**config.mk**
```make
export PLATFORM = sky130hd
export DESIGN_NAME = silence_run_length_encoder_top
export DESIGN_NICKNAME = d
export VERILOG_FILES = /design/src/hdl/srle_pkg.sv /design/src/hdl/srle_cell.sv /design/src/hdl/srle_ctrl.sv /design/src/hdl/silence_run_length_encoder_top.sv
export SDC_FILE = /design/constraint.sdc
export NUM_CORES = 1
export LEC_CHECK = 0
export BUFFER_PORTS_ARGS = -buffer_cell sky130_fd_sc_hd__buf_2
export CAP_MARGIN = 20
export CORE_MARGIN = 4
export CORE_UTILIZATION = 45
export CTS_BUF_LIST = sky130_fd_sc_hd__clkbuf_8
export CTS_CLUSTER_DIAMETER = 100
export DETAILED_ROUTE_END_ITERATION = 10
export PLACE_DENSITY = 0.59
export SYNTH_ARGS = -nofsm -noshare
export SYNTH_HDL_FRONTEND = slang
export SYNTH_SLANG_ARGS = --single-unit
```
**constraint.sdc**
```tcl
create_clock -name clock -period 6 [get_ports clock]
set_clock_uncertainty 0.2 [all_clocks]
set_input_delay 0 -clock clock [delete_from_list [all_inputs] [get_ports clock]]
set_output_delay 0 -clock clock [all_outputs]
set_load 0.02 [all_outputs]
```
**src/hdl/srle_pkg.sv**
```systemverilog
// shared types, constants and helper functions of the silence run encoder
// no dependencies
`timescale 1ns / 1ps

package srle_pkg;

   localparam int WIN = 8;                     // look-ahead depth in bytes
   localparam int CNT_W = $clog2(WIN + 1);     // holds 0 .. WIN

   localparam logic [7:0] RUN_CODE = 8'h80;
   localparam logic [7:0] ESC_CODE = 8'h81;
   localparam logic [7:0] MAX_RUN_DEFAULT = 8'd255;

   localparam logic [7:0] RST_SILENCE_LIMIT = 8'd1;
   localparam logic [3:0] RST_START_COUNT = 4'd5;
   localparam logic [3:0] RST_STOP_COUNT = 4'd1;
   localparam logic [7:0] RST_MAX_RUN = 8'd255;

   typedef enum logic [1:0] {
      REG_SILENCE_LIMIT = 2'd0,
      REG_START_COUNT   = 2'd1,
      REG_STOP_COUNT    = 2'd2,
      REG_MAX_RUN       = 2'd3
   } csr_reg_type;

   typedef struct packed {
      logic clear;   // empty every cell
      logic shift;   // every cell takes its upper neighbour
   } cell_ctrl_type;

   function automatic logic is_silent(input logic [7:0] value, input logic [7:0] limit);
      logic [8:0] sum;
      sum = {1'b0, value} + {1'b0, limit};
      return (value < limit) || (sum > 9'd256);
   endfunction

   function automatic logic [CNT_W-1:0] clamp_count(input logic [3:0] count);
      if (int'(count) > WIN) begin
         return CNT_W'(WIN);
      end
      return CNT_W'(count);
   endfunction

endpackage

```
**src/hdl/srle_cell.sv**
```systemverilog
// one look-ahead cell: holds a byte and its valid flag, shifts down on a pop
// depends on srle_pkg
`timescale 1ns / 1ps

module srle_cell (
   input  logic                  clock,
   input  logic                  reset,
   input  srle_pkg::cell_ctrl_type ctrl,
   input  logic                  load,
   input  logic [7:0]            load_byte,
   input  logic [7:0]            next_byte,
   input  logic                  next_valid,
   input  logic [7:0]            silence_limit,
   output logic [7:0]            cell_byte,
   output logic                  cell_valid,
   output logic                  cell_silent
);

   logic [7:0] byte_ff;
   logic [7:0] byte_in;
   logic       valid_ff;
   logic       valid_in;

   always_comb begin
      byte_in = byte_ff;
      valid_in = valid_ff;
      priority if (ctrl.clear) begin
         valid_in = 1'b0;
      end else if (load) begin
         byte_in = load_byte;
         valid_in = 1'b1;
      end else if (ctrl.shift) begin
         byte_in = next_byte;
         valid_in = next_valid;
      end else begin
         // hold
      end
   end

   always_ff @(posedge clock) begin
      if (reset) begin
         valid_ff <= 1'b0;
      end else begin
         valid_ff <= valid_in;
      end
   end

   always_ff @(posedge clock) begin
      byte_ff <= byte_in;
   end

   assign cell_byte = byte_ff;
   assign cell_valid = valid_ff;
   // an empty cell stands for end of stream, never silent
   assign cell_silent = valid_ff && srle_pkg::is_silent(byte_ff, silence_limit);

endmodule

```
**src/hdl/srle_ctrl.sv**
```systemverilog
// run decision engine, fill count, configuration registers and output register
// depends on srle_pkg
`timescale 1ns / 1ps

module srle_ctrl (
   input  logic                     clock,
   input  logic                     reset,
   input  logic                     req_tvalid,
   output logic                     req_tready,
   input  logic                     req_tlast,
   output logic                     rsp_tvalid,
   input  logic                     rsp_tready,
   output logic [7:0]               rsp_tdata,
   output logic                     rsp_tlast,
   input  logic                     csr_we,
   input  logic [1:0]               csr_addr,
   input  logic [7:0]               csr_wdata,
   input  logic [7:0]               head_byte,
   input  logic [srle_pkg::WIN-1:0] silent_vec,
   output srle_pkg::cell_ctrl_type  cell_ctrl,
   output logic [srle_pkg::WIN-1:0] wr_sel,
   output logic [7:0]               silence_limit
);

   localparam int CW = srle_pkg::CNT_W;

   logic [7:0]    limit_ff, limit_in;
   logic [3:0]    startc_ff, startc_in;
   logic [3:0]    stopc_ff, stopc_in;
   logic [7:0]    maxrun_ff, maxrun_in;

   logic [CW-1:0] fill_ff, fill_in;
   logic          primed_ff, primed_in;
   logic          in_run_ff, in_run_in;
   logic          after_run_ff, after_run_in;
   logic          last_held_ff, last_held_in;
   logic [7:0]    run_cnt_ff, run_cnt_in;
   logic          pend_valid_ff, pend_valid_in;
   logic [7:0]    pend_byte_ff, pend_byte_in;
   logic          pend_last_ff, pend_last_in;
   logic          rsp_valid_ff, rsp_valid_in;
   logic [7:0]    rsp_byte_ff, rsp_byte_in;
   logic          rsp_last_ff, rsp_last_in;

   logic          act;
   logic          push;
   logic          pop;
   logic          clear;
   logic          absorb;
   logic          emit;
   logic [7:0]    emit_byte;
   logic          emit_last;
   logic [CW-1:0] startc;
   logic [CW-1:0] stopc;
   logic [7:0]    run_limit;
   logic [srle_pkg::WIN-1:0] ge_start;
   logic [srle_pkg::WIN-1:0] ge_stop;
   logic          start_ok;
   logic          run_ended;
   logic          fill_zero;
   logic          fill_one;
   logic [7:0]    literal;
   logic [8:0]    run_inc;
   logic [CW-1:0] wpos;

   assign startc = srle_pkg::clamp_count(startc_ff);
   assign stopc = srle_pkg::clamp_count(stopc_ff);
   assign run_limit = (maxrun_ff == 8'd0) ? srle_pkg::MAX_RUN_DEFAULT : maxrun_ff;

   always_comb begin
      for (int k = 0; k < srle_pkg::WIN; k++) begin
         ge_start[k] = (CW'(k) >= startc);
         ge_stop[k] = (CW'(k) >= stopc);
      end
   end

   assign start_ok = &(silent_vec | ge_start);
   assign run_ended = ~|(silent_vec & ~ge_stop);
   assign fill_zero = (fill_ff == '0);
   assign fill_one = (fill_ff == CW'(1));
   assign literal = (head_byte == srle_pkg::RUN_CODE) ? srle_pkg::ESC_CODE : head_byte;
   assign run_inc = {1'b0, run_cnt_ff} + 9'd1;

   assign act = !rsp_valid_ff || rsp_tready;
   assign req_tready = !last_held_ff && (fill_ff != CW'(srle_pkg::WIN));
   assign push = req_tvalid && req_tready;

   // one decision per cycle while the output register can take a word, at most one word out
   always_comb begin
      pop = 1'b0;
      clear = 1'b0;
      absorb = 1'b0;
      emit = 1'b0;
      emit_byte = 8'h00;
      emit_last = 1'b0;
      in_run_in = in_run_ff;
      after_run_in = after_run_ff;
      run_cnt_in = run_cnt_ff;
      pend_valid_in = pend_valid_ff;
      pend_byte_in = pend_byte_ff;
      pend_last_in = pend_last_ff;

      if (act) begin
         priority if (pend_valid_ff) begin
            emit = 1'b1;
            emit_byte = pend_byte_ff;
            emit_last = pend_last_ff;
            pend_valid_in = 1'b0;
         end else if (last_held_ff && fill_zero && !in_run_ff) begin
            clear = 1'b1;
         end else if (last_held_ff && !primed_ff) begin
            // short stream goes out as it came
            if (!fill_zero) begin
               emit = 1'b1;
               emit_byte = head_byte;
               emit_last = fill_one;
               pop = 1'b1;
            end
         end else if (primed_ff) begin
            if (in_run_ff) begin
               if (last_held_ff || fill_ff >= stopc) begin
                  if (run_ended) begin
                     if (run_cnt_ff != 8'd0) begin
                        emit = 1'b1;
                        emit_byte = srle_pkg::RUN_CODE;
                        pend_valid_in = 1'b1;
                        pend_byte_in = run_cnt_ff;
                        pend_last_in = last_held_ff && fill_zero;
                     end
                     in_run_in = 1'b0;
                     run_cnt_in = 8'd0;
                     after_run_in = 1'b1;
                  end else begin
                     absorb = 1'b1;
                  end
               end
            end else if (!fill_zero) begin
               if (after_run_ff) begin
                  emit = 1'b1;
                  emit_byte = literal;
                  emit_last = last_held_ff && fill_one;
                  pop = 1'b1;
                  after_run_in = 1'b0;
               end else if (last_held_ff || fill_ff >= startc) begin
                  if (start_ok) begin
                     in_run_in = 1'b1;
                     absorb = 1'b1;
                  end else begin
                     emit = 1'b1;
                     emit_byte = literal;
                     emit_last = last_held_ff && fill_one;
                     pop = 1'b1;
                  end
               end
            end
         end else begin
            // row still filling, nothing to decide yet
         end

         if (absorb) begin
            pop = 1'b1;
            if (run_inc >= {1'b0, run_limit}) begin
               emit = 1'b1;
               emit_byte = srle_pkg::RUN_CODE;
               pend_valid_in = 1'b1;
               pend_byte_in = run_limit;
               pend_last_in = last_held_ff && fill_one;
               run_cnt_in = 8'd0;
            end else begin
               run_cnt_in = run_inc[7:0];
            end
         end
      end
   end

   // fill count, stream flags and the output register
   always_comb begin
      fill_in = fill_ff + CW'(push) - CW'(pop);
      primed_in = primed_ff;
      last_held_in = last_held_ff;
      rsp_valid_in = rsp_valid_ff;
      rsp_byte_in = rsp_byte_ff;
      rsp_last_in = rsp_last_ff;
      if (push && fill_in == CW'(srle_pkg::WIN)) begin
         primed_in = 1'b1;
      end
      if (push && req_tlast) begin
         last_held_in = 1'b1;
      end
      if (clear) begin
         fill_in = '0;
         primed_in = 1'b0;
         last_held_in = 1'b0;
      end
      if (act) begin
         rsp_valid_in = emit;
         rsp_byte_in = emit_byte;
         rsp_last_in = emit_last;
      end
   end

   always_comb begin
      limit_in = limit_ff;
      startc_in = startc_ff;
      stopc_in = stopc_ff;
      maxrun_in = maxrun_ff;
      if (csr_we) begin
         unique case (srle_pkg::csr_reg_type'(csr_addr))
            srle_pkg::REG_SILENCE_LIMIT: limit_in = csr_wdata;
            srle_pkg::REG_START_COUNT:   startc_in = csr_wdata[3:0];
            srle_pkg::REG_STOP_COUNT:    stopc_in = csr_wdata[3:0];
            srle_pkg::REG_MAX_RUN:       maxrun_in = csr_wdata;
         endcase
      end
   end

   // a pushed word lands above the held ones, one lower when the row shifts
   assign wpos = fill_ff - CW'(pop);

   always_comb begin
      for (int i = 0; i < srle_pkg::WIN; i++) begin
         wr_sel[i] = push && (CW'(i) == wpos);
      end
   end

   assign cell_ctrl.clear = clear;
   assign cell_ctrl.shift = pop;

   always_ff @(posedge clock) begin
      if (reset) begin
         limit_ff <= srle_pkg::RST_SILENCE_LIMIT;
         startc_ff <= srle_pkg::RST_START_COUNT;
         stopc_ff <= srle_pkg::RST_STOP_COUNT;
         maxrun_ff <= srle_pkg::RST_MAX_RUN;
         fill_ff <= '0;
         primed_ff <= 1'b0;
         in_run_ff <= 1'b0;
         after_run_ff <= 1'b0;
         last_held_ff <= 1'b0;
         run_cnt_ff <= 8'd0;
         pend_valid_ff <= 1'b0;
         rsp_valid_ff <= 1'b0;
      end else begin
         limit_ff <= limit_in;
         startc_ff <= startc_in;
         stopc_ff <= stopc_in;
         maxrun_ff <= maxrun_in;
         fill_ff <= fill_in;
         primed_ff <= clear ? 1'b0 : primed_in;
         in_run_ff <= clear ? 1'b0 : in_run_in;
         after_run_ff <= clear ? 1'b0 : after_run_in;
         last_held_ff <= last_held_in;
         run_cnt_ff <= clear ? 8'd0 : run_cnt_in;
         pend_valid_ff <= pend_valid_in;
         rsp_valid_ff <= rsp_valid_in;
      end
   end

   always_ff @(posedge clock) begin
      pend_byte_ff <= pend_byte_in;
      pend_last_ff <= pend_last_in;
      rsp_byte_ff <= rsp_byte_in;
      rsp_last_ff <= rsp_last_in;
   end

   assign rsp_tvalid = rsp_valid_ff;
   assign rsp_tdata = rsp_byte_ff;
   assign rsp_tlast = rsp_last_ff;
   assign silence_limit = limit_ff;

endmodule

```
**src/hdl/silence_run_length_encoder_top.sv**
```systemverilog
// top level of the silence run encoder: row of look-ahead cells and the engine
// depends on srle_pkg, srle_cell, srle_ctrl
`timescale 1ns / 1ps

// Usage
// req_ channel carries the input stream, one byte a word, tlast on the final
// byte. rsp_ channel carries the encoded stream: literals (0x80 sent as 0x81),
// or 0x80 followed by a run length; tlast marks the final encoded word.
// csr_ is a plain write port, taken whenever csr_we is high; write it only
// while no stream is in flight.
// Look-ahead: nothing comes out until 8 bytes are held (or the stream ends);
// a stream that ends sooner goes out unchanged, 0x80 included. Once primed
// the row stays nearly full (7 words held with input and output both
// flowing); a literal moves down the cells, then into the output register.
// Throughput: one word a cycle in and out in steady state with rsp_tready high;
// each 0x80/length pair takes two output words; a run absorbs one byte a
// cycle without output unless rsp_ stalls. With start_count or stop_count
// of 8 or more a decision needs all 8 cells full, which blocks input, so
// input and decisions alternate. After the final byte the look-ahead drains
// at one decision a cycle unless stalled, then a stream clear lets req_tready rise.
// Reset clears all stream state and loads the register defaults.
// A stalled receiver holds the output word; the row of cells keeps taking
// input until all 8 cells are full, then req_tready drops.

module silence_run_length_encoder_top (
   input  logic       clock,
   input  logic       reset,
   input  logic       req_tvalid,
   output logic       req_tready,
   input  logic [7:0] req_tdata,   // [7:0] in_byte
   input  logic       req_tlast,
   output logic       rsp_tvalid,
   input  logic       rsp_tready,
   output logic [7:0] rsp_tdata,   // [7:0] out_byte
   output logic       rsp_tlast,
   input  logic       csr_we,
   input  logic [1:0] csr_addr,
   input  logic [7:0] csr_wdata
);

   srle_pkg::cell_ctrl_type  cell_ctrl;
   logic [srle_pkg::WIN-1:0] wr_sel;
   logic [srle_pkg::WIN-1:0] silent_vec;
   logic [7:0]               silence_limit;
   logic [7:0]               cell_byte [0:srle_pkg::WIN];
   logic                     cell_valid [0:srle_pkg::WIN];

   // nothing above the top cell
   assign cell_byte[srle_pkg::WIN] = 8'h00;
   assign cell_valid[srle_pkg::WIN] = 1'b0;

   for (genvar i = 0; i < srle_pkg::WIN; i++) begin : g_cell
      srle_cell u_cell (
         .clock         (clock),
         .reset         (reset),
         .ctrl          (cell_ctrl),
         .load          (wr_sel[i]),
         .load_byte     (req_tdata),
         .next_byte     (cell_byte[i+1]),
         .next_valid    (cell_valid[i+1]),
         .silence_limit (silence_limit),
         .cell_byte     (cell_byte[i]),
         .cell_valid    (cell_valid[i]),
         .cell_silent   (silent_vec[i])
      );
   end

   srle_ctrl u_ctrl (
      .clock         (clock),
      .reset         (reset),
      .req_tvalid    (req_tvalid),
      .req_tready    (req_tready),
      .req_tlast     (req_tlast),
      .rsp_tvalid    (rsp_tvalid),
      .rsp_tready    (rsp_tready),
      .rsp_tdata     (rsp_tdata),
      .rsp_tlast     (rsp_tlast),
      .csr_we        (csr_we),
      .csr_addr      (csr_addr),
      .csr_wdata     (csr_wdata),
      .head_byte     (cell_byte[0]),
      .silent_vec    (silent_vec),
      .cell_ctrl     (cell_ctrl),
      .wr_sel        (wr_sel),
      .silence_limit (silence_limit)
   );

endmodule

```
# Word level (Yosys, flattened, before mapping)
# Index checks and enable logic that the tools add are counted.
# Widths: inputs -> output; s select.
[totals]
mem_bits_rw = 0
wordCells = 326
latchBits = 0
register_bits = 132
n_memories = 0
rom_bits = 0
output_inout_bits = 11
[classes]
shift = 0
eq_ne = 21
n_addsub = 12
magnitude_cmp = 37
mux = 144
n_div = 0
mul = 0
bitwise = 7
n_reduce_logical = 73
[op_table]
columns = ["op", "count"]
rows = [
  ["$mux 8", 52],
  ["$mux 1", 88],
  ["$add 8x8->9", 8],
  ["$gt 9x9->1 const B", 8],
  ["$lt 8x8->1", 8],
  ["$ge 3x4->1 const A", 8],
  ["$logic_and 1x1->1", 24],
  ["$reduce_and 2->1", 12],
  ["$reduce_and 8->1", 3],
  ["$reduce_bool 2->1", 11],
  ["$eq 3x4->1 const A", 4],
  ["$ge 1x4->1 const A", 4],
  ["$ge 2x4->1 const A", 4],
  ["$mux 4", 4],
  ["$ne 2x2->1 const B", 6],
  ["$logic_or 1x1->1", 11],
  ["$add 8x1->9 const B", 1],
  ["$ge 9x8->1", 1],
  ["$and 8x8->8", 1],
  ["$eq 2x4->1 const A", 2],
  ["$eq 8x8->1 const B", 1],
  ["$ge 4x4->1", 2],
  ["$gt 4x4->1 const B", 2],
  ["$logic_not 4->1", 2],
  ["other kinds (19)", 27],
]

# Longest topological paths before layout
# Gate-level depths: netlist of the first run.
[logic_depth]
depth_word = 23
mapped_depth = 23
ltp_nobuf = 21

# By module
# A second synthesis of the first run with hierarchy kept.
[unflattened]
cells_unflattened = 1287
area_unflattened_um2 = 11741.3
[by_module_without_submodules]
columns = ["module", "n_inst", "cells_each", "seq_area_each_um2", "area_each_um2"]
rows = [
  ["srle_cell at g_cell[1].u_cell ...", 6, 109, 260.2, 1004.7],
  ["srle_ctrl", 1, 418, 1381.3, 3762.4],
  ["srle_cell at g_cell[0].u_cell ...", 2, 107, 260.2, 973.4],
  ["silence_run_length_encoder_top", 1, 1, 0.0, 3.8],
]

# Worst setup path before layout of the first run
# No wires, ideal clock.
[synth_timing]
kind = "register to register"
startpoint = "register u_ctrl.limit_ff[1] (netlist: u_ctrl.silence_limit[1])"
endpoint = "register g_cell[1].u_cell.byte_ff[1], data pin"
synth_period_minus_slack_ns = 6.154
path_slack_ns = -0.154
arrival_time_ns = 5.694
stages_incl_launch_ff = 20
t_required_ns = 5.540
n_path_buf = 1
cell_sequence = "dfxtp_1 -> inv_1 -> ha_1 -> nand2b_1 -> a2111o_1 -> and2_1 -> o41ai_2 -> or4_1 -> a21oi_1 -> a221oi_2 -> nand4_2 -> nand3_1 -> nand2_4 -> inv_6 -> ha_1 -> inv_1 -> ha_1 -> clkbuf_1 -> nor4_1 -> mux2_2"
[synth_via]
elab_chain_len = 22
elab_cells_between_ends = 71
cone_classes = "add/sub (9); order compare (16); eq/ne (1); mux (24); bitwise (2); reduce/logical (19)"
[synth_lines]
columns = ["item", "line", "text"]
rows = [
  ["start: declaration", "srle_ctrl.sv:27", "logic [7:0] limit_ff, limit_in;"],
  ["start signal: assignment", "srle_ctrl.sv:231", "limit_ff <= srle_pkg::RST_SILENCE_LIMIT;"],
  ["start signal: assignment", "srle_ctrl.sv:244", "limit_ff <= limit_in;"],
  ["$add 8x8->9", "srle_pkg.sv:33", "sum = {1'b0, value} + {1'b0, limit};"],
  ["$gt 9x9->1", "srle_pkg.sv:34", "return (value < limit) || (sum > 9'd256);"],
  ["$logic_or 1x1->1", "srle_pkg.sv:34", ""],
  ["$logic_and 1x1->1", "srle_cell.sv:55", "assign cell_silent = valid_ff && srle_pkg::is_silent(byte_ff, silence_limit);"],
  ["$or 8x8->8", "srle_ctrl.sv:77", "assign start_ok = &(silent_vec | ge_start);"],
  ["$reduce_and 8->1", "srle_ctrl.sv:77", ""],
  ["$mux 1", "srle_ctrl.sv:145", "if (start_ok) begin"],
  ["$mux 1", "srle_ctrl.sv:144", "end else if (last_held_ff || fill_ff >= startc) begin"],
  ["[6 not listed]", "n/a", ""],
  ["$mux 1", "srle_ctrl.sv:104", "priority if (pend_valid_ff) begin"],
  ["$mux 1", "srle_ctrl.sv:103", "if (act) begin"],
  ["$mux 1 (*)", "srle_ctrl.sv:160", "if (absorb) begin"],
  ["$mux 1 (*)", "srle_ctrl.sv:103", ""],
  ["$sub 4x1->4 (*)", "srle_ctrl.sv:218", "assign wpos = fill_ff - CW'(pop);"],
  ["$eq 1x4->1 (*)", "srle_ctrl.sv:222", "wr_sel[i] = push && (CW'(i) == wpos);"],
  ["$logic_and 1x1->1 (*)", "srle_ctrl.sv:222", ""],
  ["$mux 8 (*)", "srle_cell.sv:29", "end else if (load) begin"],
  ["end signal: assignment", "srle_cell.sv:49", "byte_ff <= byte_in;"],
  ["end: declaration", "srle_cell.sv:19", "logic [7:0] byte_ff;"],
]
# Mark *: on every way between the ends. The rest lies on a longest branch, timed or not. The select of a mux whose other input is x is not followed.
# A chain may end at the register's enable or synchronous reset.

# Worst setup path in the final report of the first run
[layout_timing]
startpoint = "register u_ctrl.limit_ff[3] (netlist: u_ctrl.silence_limit[3])"
endpoint = "register g_cell[5].u_cell.byte_ff[7], data pin"
[layout_via]
elab_chain_len = 22
elab_cells_between_ends = 71
cone_classes = "add/sub (9); order compare (16); eq/ne (1); mux (24); bitwise (2); reduce/logical (19)"
[layout_lines]
columns = ["item", "line"]
rows = [
  ["$add 8x8->9", "srle_pkg.sv:33"],
  ["$gt 9x9->1", "srle_pkg.sv:34"],
  ["$logic_or 1x1->1", "srle_pkg.sv:34"],
  ["$logic_and 1x1->1", "srle_cell.sv:55"],
  ["$or 8x8->8", "srle_ctrl.sv:77"],
  ["$reduce_and 8->1", "srle_ctrl.sv:77"],
  ["$mux 1", "srle_ctrl.sv:145"],
  ["$mux 1", "srle_ctrl.sv:144"],
  ["[6 not listed]", "n/a"],
  ["$mux 1", "srle_ctrl.sv:104"],
  ["$mux 1", "srle_ctrl.sv:103"],
  ["$mux 1 (*)", "srle_ctrl.sv:160"],
  ["$mux 1 (*)", "srle_ctrl.sv:103"],
  ["$sub 4x1->4 (*)", "srle_ctrl.sv:218"],
  ["$eq 3x4->1 (*)", "srle_ctrl.sv:222"],
  ["$logic_and 1x1->1 (*)", "srle_ctrl.sv:222"],
  ["$mux 8 (*)", "srle_cell.sv:29"],
  ["end signal: assignment", "srle_cell.sv:49"],
  ["end: declaration", "srle_cell.sv:19"],
]
# Marked as above.

==> results of run 1 <==
-- logic make-up (layout without fill, tap and decap cells) --
kind of cell,after synthesis,count (layout)
AO/OA/AOI/OAI,284,284
XOR/XNOR,28,28
adder cells (fa/ha/maj),164,164
buffers and inverters,107,216
flip-flops,132,132
multiplexers,77,77
AND/OR/NAND/NOR,418,418
-- layout by cell type (no fill, tap or decap), types with 18 or more instances in the layout --
cell,netlist,routed
buf_2,3,34
nor2b_1,39,39
dlygate4sd3_1,0,42
buf_4,0,31
nor3_1,41,41
edfxtp_1,82,82
mux2_2,57,57
nand2_1,77,73
dfxtp_1,50,49
xnor2_1,21,21
nand3_1,31,31
inv_1,74,72
nor2_1,98,98
ha_1,154,153
nand3b_1,18,18
o21ai_0,50,50
nand2b_1,19,19
a21oi_1,76,76
mux2i_1,19,19
-- sequential cells by signal, indices dropped and copies added (netlist names), 4 cells and up --
name / flops
u_ctrl.maxrun_ff: 8
u_ctrl.fill_ff: 4
u_ctrl.pend_byte_ff: 8
u_ctrl.silence_limit: 8
g_cell.u_cell.cell_valid: 8
g_cell.u_cell.cell_byte: 64
u_ctrl.startc_ff: 4
u_ctrl.run_cnt_ff: 8
u_ctrl.stopc_ff: 4
u_ctrl.rsp_tdata: 8
-- worst reg2reg max path, stage by stage (launching register included) --
cell,delay (ps)
dfxtp_1,330
inv_1,140
buf_4,280
ha_1,350
a221oi_2,400
mux2_1,360
o311ai_1,330
or4_4,220
o211ai_1,110
a221oi_2,450
nand4_2,230
nand3_1,180
nand2_4,80
inv_6,80
ha_1,240
inv_1,70
ha_1,420
nor4_1,360
buf_4,240
mux2_2,340
-- timing repair --
item | CTS | global route
endpoints found under the setup margin | 0 | 79
resized for setup | 0 | 9
hold endpoints to repair | 93 | 0
hold buffers | 42 | 0
buffers inserted | 0 | 3
-- final timing paths --
kind	from	to	slack (ps)	cells after the start
worst max-delay path	u_ctrl.silence_limit[3]$_SDFFE_PP0P_	g_cell[5].u_cell.cell_byte[7]$_DFFE_PP_	300	19
worst min-delay path	csr_wdata[4]	u_ctrl.silence_limit[4]$_SDFFE_PP0P_	130	4
worst max register to register	u_ctrl.silence_limit[3]$_SDFFE_PP0P_	g_cell[5].u_cell.cell_byte[7]$_DFFE_PP_	300	19
worst min register to register	u_ctrl.run_cnt_ff[1]$_SDFFE_PP0P_	u_ctrl.run_cnt_ff[1]$_SDFFE_PP0P_	320	2
-- where the power goes --
part / total, uW / internal [uW] / switching [uW]
clock: 795 / 379 / 416
combinational: 1920 / 830 / 1090
sequential: 1560 / 1300 / 255
-- through the flow --
stage,util (%),instances,setup TNS (ps)
CTS,52.3,1640,0
floorplan,-,1210,-2150
global placement,48.9,1566,0
global route,52.6,1643,0
detailed placement,48.9,1566,0
finish,52.6,1643,0
-- layout make-up --
type | instances | area [um2]
Clock buffer | 17 | 234
Timing Repair Buffer | 109 | 863
Multi-Input combinational cell | 971 | 7470
Clock inverter | 15 | 168
Sequential cell | 132 | 3460
Fill cell | 2316 | 11600
Tap cell | 324 | 405
Inverter | 75 | 294
-- metal layers --
layer | track usage, % | part of all wire, %
met3 | 3.67 | 5.7
met5 | 0 | 0
met1 | 32.8 | 44
met2 | 40.4 | 47
met4 | 7.65 | 3.1
==> results.toml, run 1 <==
[grt]
grt_use_total_pct = 24.3
antenna_found_initial = 0
grt_pass1_wl_mm = 53.5
grt_max_degree = 29
grt_pass1_vias = 9389
grt-ovfl-total = 0

[clock_tree]
clock_sinks = 132
cts-root-buf = "clkbuf_8"
cts_buffers = 17
path_clk_slew_ps = 100
clockBufferDepth = 2
tritoncts = "built"
insertion_delay_ps = 460
htreeDepth = 4

[worst_setup_path]
crit_buf_inv = 5
end_kind = "flip-flop"
start_kind = "flip-flop"
cp_data_arrival_time_ps = 5690
crit_family = "compound AO/OA/AOI/OAI gates"
path_max_fanout = 10
crit_type = "flip-flop to flip-flop"
cpMaxStageDelayCell = "a221oi_2"
crit_chain = "inv_1 > buf_4 > ha_1 > a221oi_2 > mux2_1 > o311ai_1 > or4_4 > o211ai_1 > a221oi_2 > nand4_2 > nand3_1 > nand2_4 > inv_6 > ha_1 > inv_1 > ha_1 > nor4_1 > buf_4 > mux2_2"
max_stage_delay_ps = 450
cp_common_cell = "ha_1"
cp.required_ps = 6000

[placed_design]
pre_cts_ws_ps = 245
placed_cell_area_mm2 = 0.0120
place.detailed.hpwl_mm = 25.8
place_congestion = 0.918
port-buffer-count = 34

[worst_hold_path]
hold_path_class = "primary input to flip-flop"

[run_status]
status = "complete, no violations"

[logic_synthesis]
synth-edff-count = 82
synth_top_family_by_area = "simple AND/OR/NAND/NOR gates"
synth_top_area_share_pct = 21.7
syn_nets = 1397
synth_cell_types = 97
synth.most_common_cell = "ha_1"
ys_seq_area_share_pct = 30.6
synthesis.instances = 1210
syn_area_mm2 = 0.0113
synth-main-ff-cell = "edfxtp_1"
synthXorXnorAreaFrac_pct = 2.16
ys_seq_elements = 132
yosys.area_share.simple_pct = 19.5
async_flop_share_pct = 0
netlist_top_cells_area = "edfxtp_1 22%, ha_1 17%, dfxtp_1 8.8%"
synth_warnings = 0
synth_mux_area_share_pct = 7.44
synth_fa_ha_area_share_pct = 18.7
synth_compound_area_share_pct = 17.8
synth_common_cells = "154 x ha_1, 98 x nor2_1, 82 x edfxtp_1, 77 x nand2_1, 76 x a21oi_1"
yosysTopAreaCell = "edfxtp_1"
syn_avg_cell_area_um2 = 9.36

[timing]
clock.fmax_mhz = 176
period_minus_slack_ps = 5700
hold_violations = 0
whs_ps = 128
tightestPinTransition_ps = 917
rsz0062_at_grt = "no"
finalSetupViolations = 0
max_slew_margin_pct = 38.8
worst_slack_ps = 304
drv_slew = 0
fin_crit_sh_pct = 94.9

[routing]
vias = 9677
drt_iter0_drc = 790
drc = 0
via_per_inst = 5.89
wl_mm = 34.5
ant_nets = 0
dr.pass1.iters = 7
wl_per_cell_um = 21.0

[power_and_ir_drop]
powerDensity_mw_per_mm2 = 331
cellLeakagePower_uw = 0.00524
finalPower_uw = 4270
ir_drop_v = 0.000166

[die]
ioPinCount = 35
die-height_um = 167
rows = 57
initial_core_util_pct = 46.2
core_region_area_mm2 = 0.0245
dieArea_mm2 = 0.0278
fp.dieW_um = 167

[run]
drv_cap = 0

[final_layout]
finalNetCount = 1493
drive_above_1_share_pct = 15.2
area_delta_synth_final_pct = 13.8
n_antenna_cell = 0
design_area_mm2 = 0.0129
(Power assumes the default switching activity.)
==> run 2: changes to the inputs <==
- CORE_ASPECT_RATIO: default -> 1.4
- GPL_TIMING_DRIVEN: default -> 0
==> run 2 against run 1 <==
  * Non-clock buffer count grew 25
  * Maximum frequency shrank 0.65%
  * First-iteration DRC count shrank 32%
  * Largest cell class unchanged
  * Sequential power is essentially flat
  * Combinational power grew 4%
  * Hold slack gained 20 ps
  * Total power grew 1.6%
==> results.toml, run 2 (synthesis results as in run 1) <==
[clock_tree]
tritoncts = "built"
path_clk_slew_ps = 90
clock_sinks = 132
clockBufferDepth = 2
cts_buffers = 17
insertion_delay_ps = 460
htreeDepth = 4
cts-root-buf = "clkbuf_8"

[final_layout]
final_common_cell = "ha_1"
n_antenna_cell = 0
regArea_mm2 = 0.00349
largest_reg_flops = 64
drive_above_1_share_pct = 17.9
nFillCells = 2269
layout_common_cells = "150 x ha_1, 95 x nor2_1, 82 x edfxtp_1"
finalNetCount = 1518
multi_input_area_mm2 = 0.00766
area_delta_synth_final_pct = 16.7

[routing]
drc = 0
via_per_inst = 5.85
drt_iter0_drc = 535
ant_nets = 0
wl_mm = 33.6
wl_per_cell_um = 20.2
vias = 9702
dr.pass1.iters = 5

[die]
core_region_area_mm2 = 0.0248
fp.dieW_um = 142
rows = 68
ioPinCount = 35
dieArea_mm2 = 0.0278
die-height_um = 196
initial_core_util_pct = 45.8

[worst_setup_path]
crit_type = "flip-flop to flip-flop"
cp_data_arrival_time_ps = 5740
path_max_fanout = 10
rr_worst_depth = 21
start_kind = "flip-flop"
end_kind = "flip-flop"
cp.required_ps = 6010

[placed_design]
place_congestion = 0.902
port-buffer-count = 33
place.detailed.hpwl_mm = 25.1

[timing]
fin_crit_sh_pct = 95.6
rsz0062_at_grt = "no"
hold_violations = 0
whs_ps = 148
tns_ps = 0
max_slew_margin_pct = 43.2
finalSetupViolations = 0
period_minus_slack_ps = 5730
clock.fmax_mhz = 174
drv_slew = 0
tightestPinTransition_ps = 851

[grt]
grt-ovfl-total = 0
grt_pass1_wl_mm = 52.5
grt_max_degree = 22
grt_pass1_vias = 9688
antenna_found_initial = 0
grt_use_total_pct = 24.2

[run]
drv_cap = 0

[power_and_ir_drop]
ir_drop_v = 0.000222
powerDensity_mw_per_mm2 = 328
cellLeakagePower_uw = 0.00530
finalPower_uw = 4340

[worst_hold_path]
hold_path_class = "primary input to flip-flop"
worstHoldPathCells = 4

[run_status]
status = "complete, no violations"
## run 2: path summary, 6_finish.rpt
path	from	end	slack (ps)
setup / recovery	u_ctrl.silence_limit[1]$_SDFFE_PP0P_	g_cell[0].u_cell.cell_byte[6]$_DFFE_PP_	270
hold / removal	csr_wdata[4]	u_ctrl.silence_limit[4]$_SDFFE_PP0P_	150
setup reg to reg	u_ctrl.silence_limit[1]$_SDFFE_PP0P_	g_cell[0].u_cell.cell_byte[6]$_DFFE_PP_	270
hold reg to reg	u_ctrl.maxrun_ff[3]$_SDFFE_PP1P_	u_ctrl.maxrun_ff[3]$_SDFFE_PP1P_	320
## run 2: final cells by class
type / count / area share, %
multi-input cells: 971 / 58.0
clock inverters: 15 / 1.29
well taps: 315 / 2.98
inverters: 75 / 2.37
repair buffers: 104 / 6.23
clock buffers: 17 / 1.77
plain buffers: 30 / 0.994
flip-flops and latches: 132 / 26.4
## run 2: worst max-delay path: stages, from the launching register on
cell and delay (ps):
dfxtp_4 460, clkinvlp_4 120, buf_4 210, ha_1 300, nand2b_1 160, a2111o_1 480
nand3_1 120, o41ai_2 80, or4_1 610, a21oi_1 270, a221oi_2 140, buf_4 170
a31o_1 200, nand3_1 120, nand2_4 110, inv_6 180, ha_2 250, ha_2 300
xor2_4 290, nor2_1 100, nand2_2 220, mux2_2 380
## run 2: timing repair
| item | in CTS | in global routing |
|---|---|---|
| hold endpoints to repair | 93 | 0 |
| gates cloned | 0 | 0 |
| endpoints found under the setup margin | 141 | 133 |
| gates resized for setup | 47 | 18 |
| pin swaps | 3 | 0 |
| hold buffers | 37 | 0 |
| buffers inserted | 22 | 10 |
## run 2: metrics by stage
step	worst slack (ps)	std cells	cell area, um2	util (%)
floorplan	-154	1210	11300	-
global placement	-2710	1558	11900	48.0
detailed placement	-1520	1560	11900	48.2
CTS	-15.1	1650	13100	52.8
global route	2.17	1659	13200	53.4
finish	267	1659	13200	53.4
## run 2: report_power, final
part	leakage, uW	switching, uW	internal (uW)	total [uW]
Clock	0.000202	412	381	794
Combinational	0.00389	1140	862	2000
Sequential	0.00121	248	1300	1540
## run 2: layer usage
metal	part of all wire, %	global-route usage, %	vias up	routed length, um
li1	-	-	4744	-
met1	40	27.6	4662	13500
met2	51	43.1	210	17200
met3	3.6	3.66	86	1210
met4	4.8	12.1	0	1610
met5	0	0	-	0
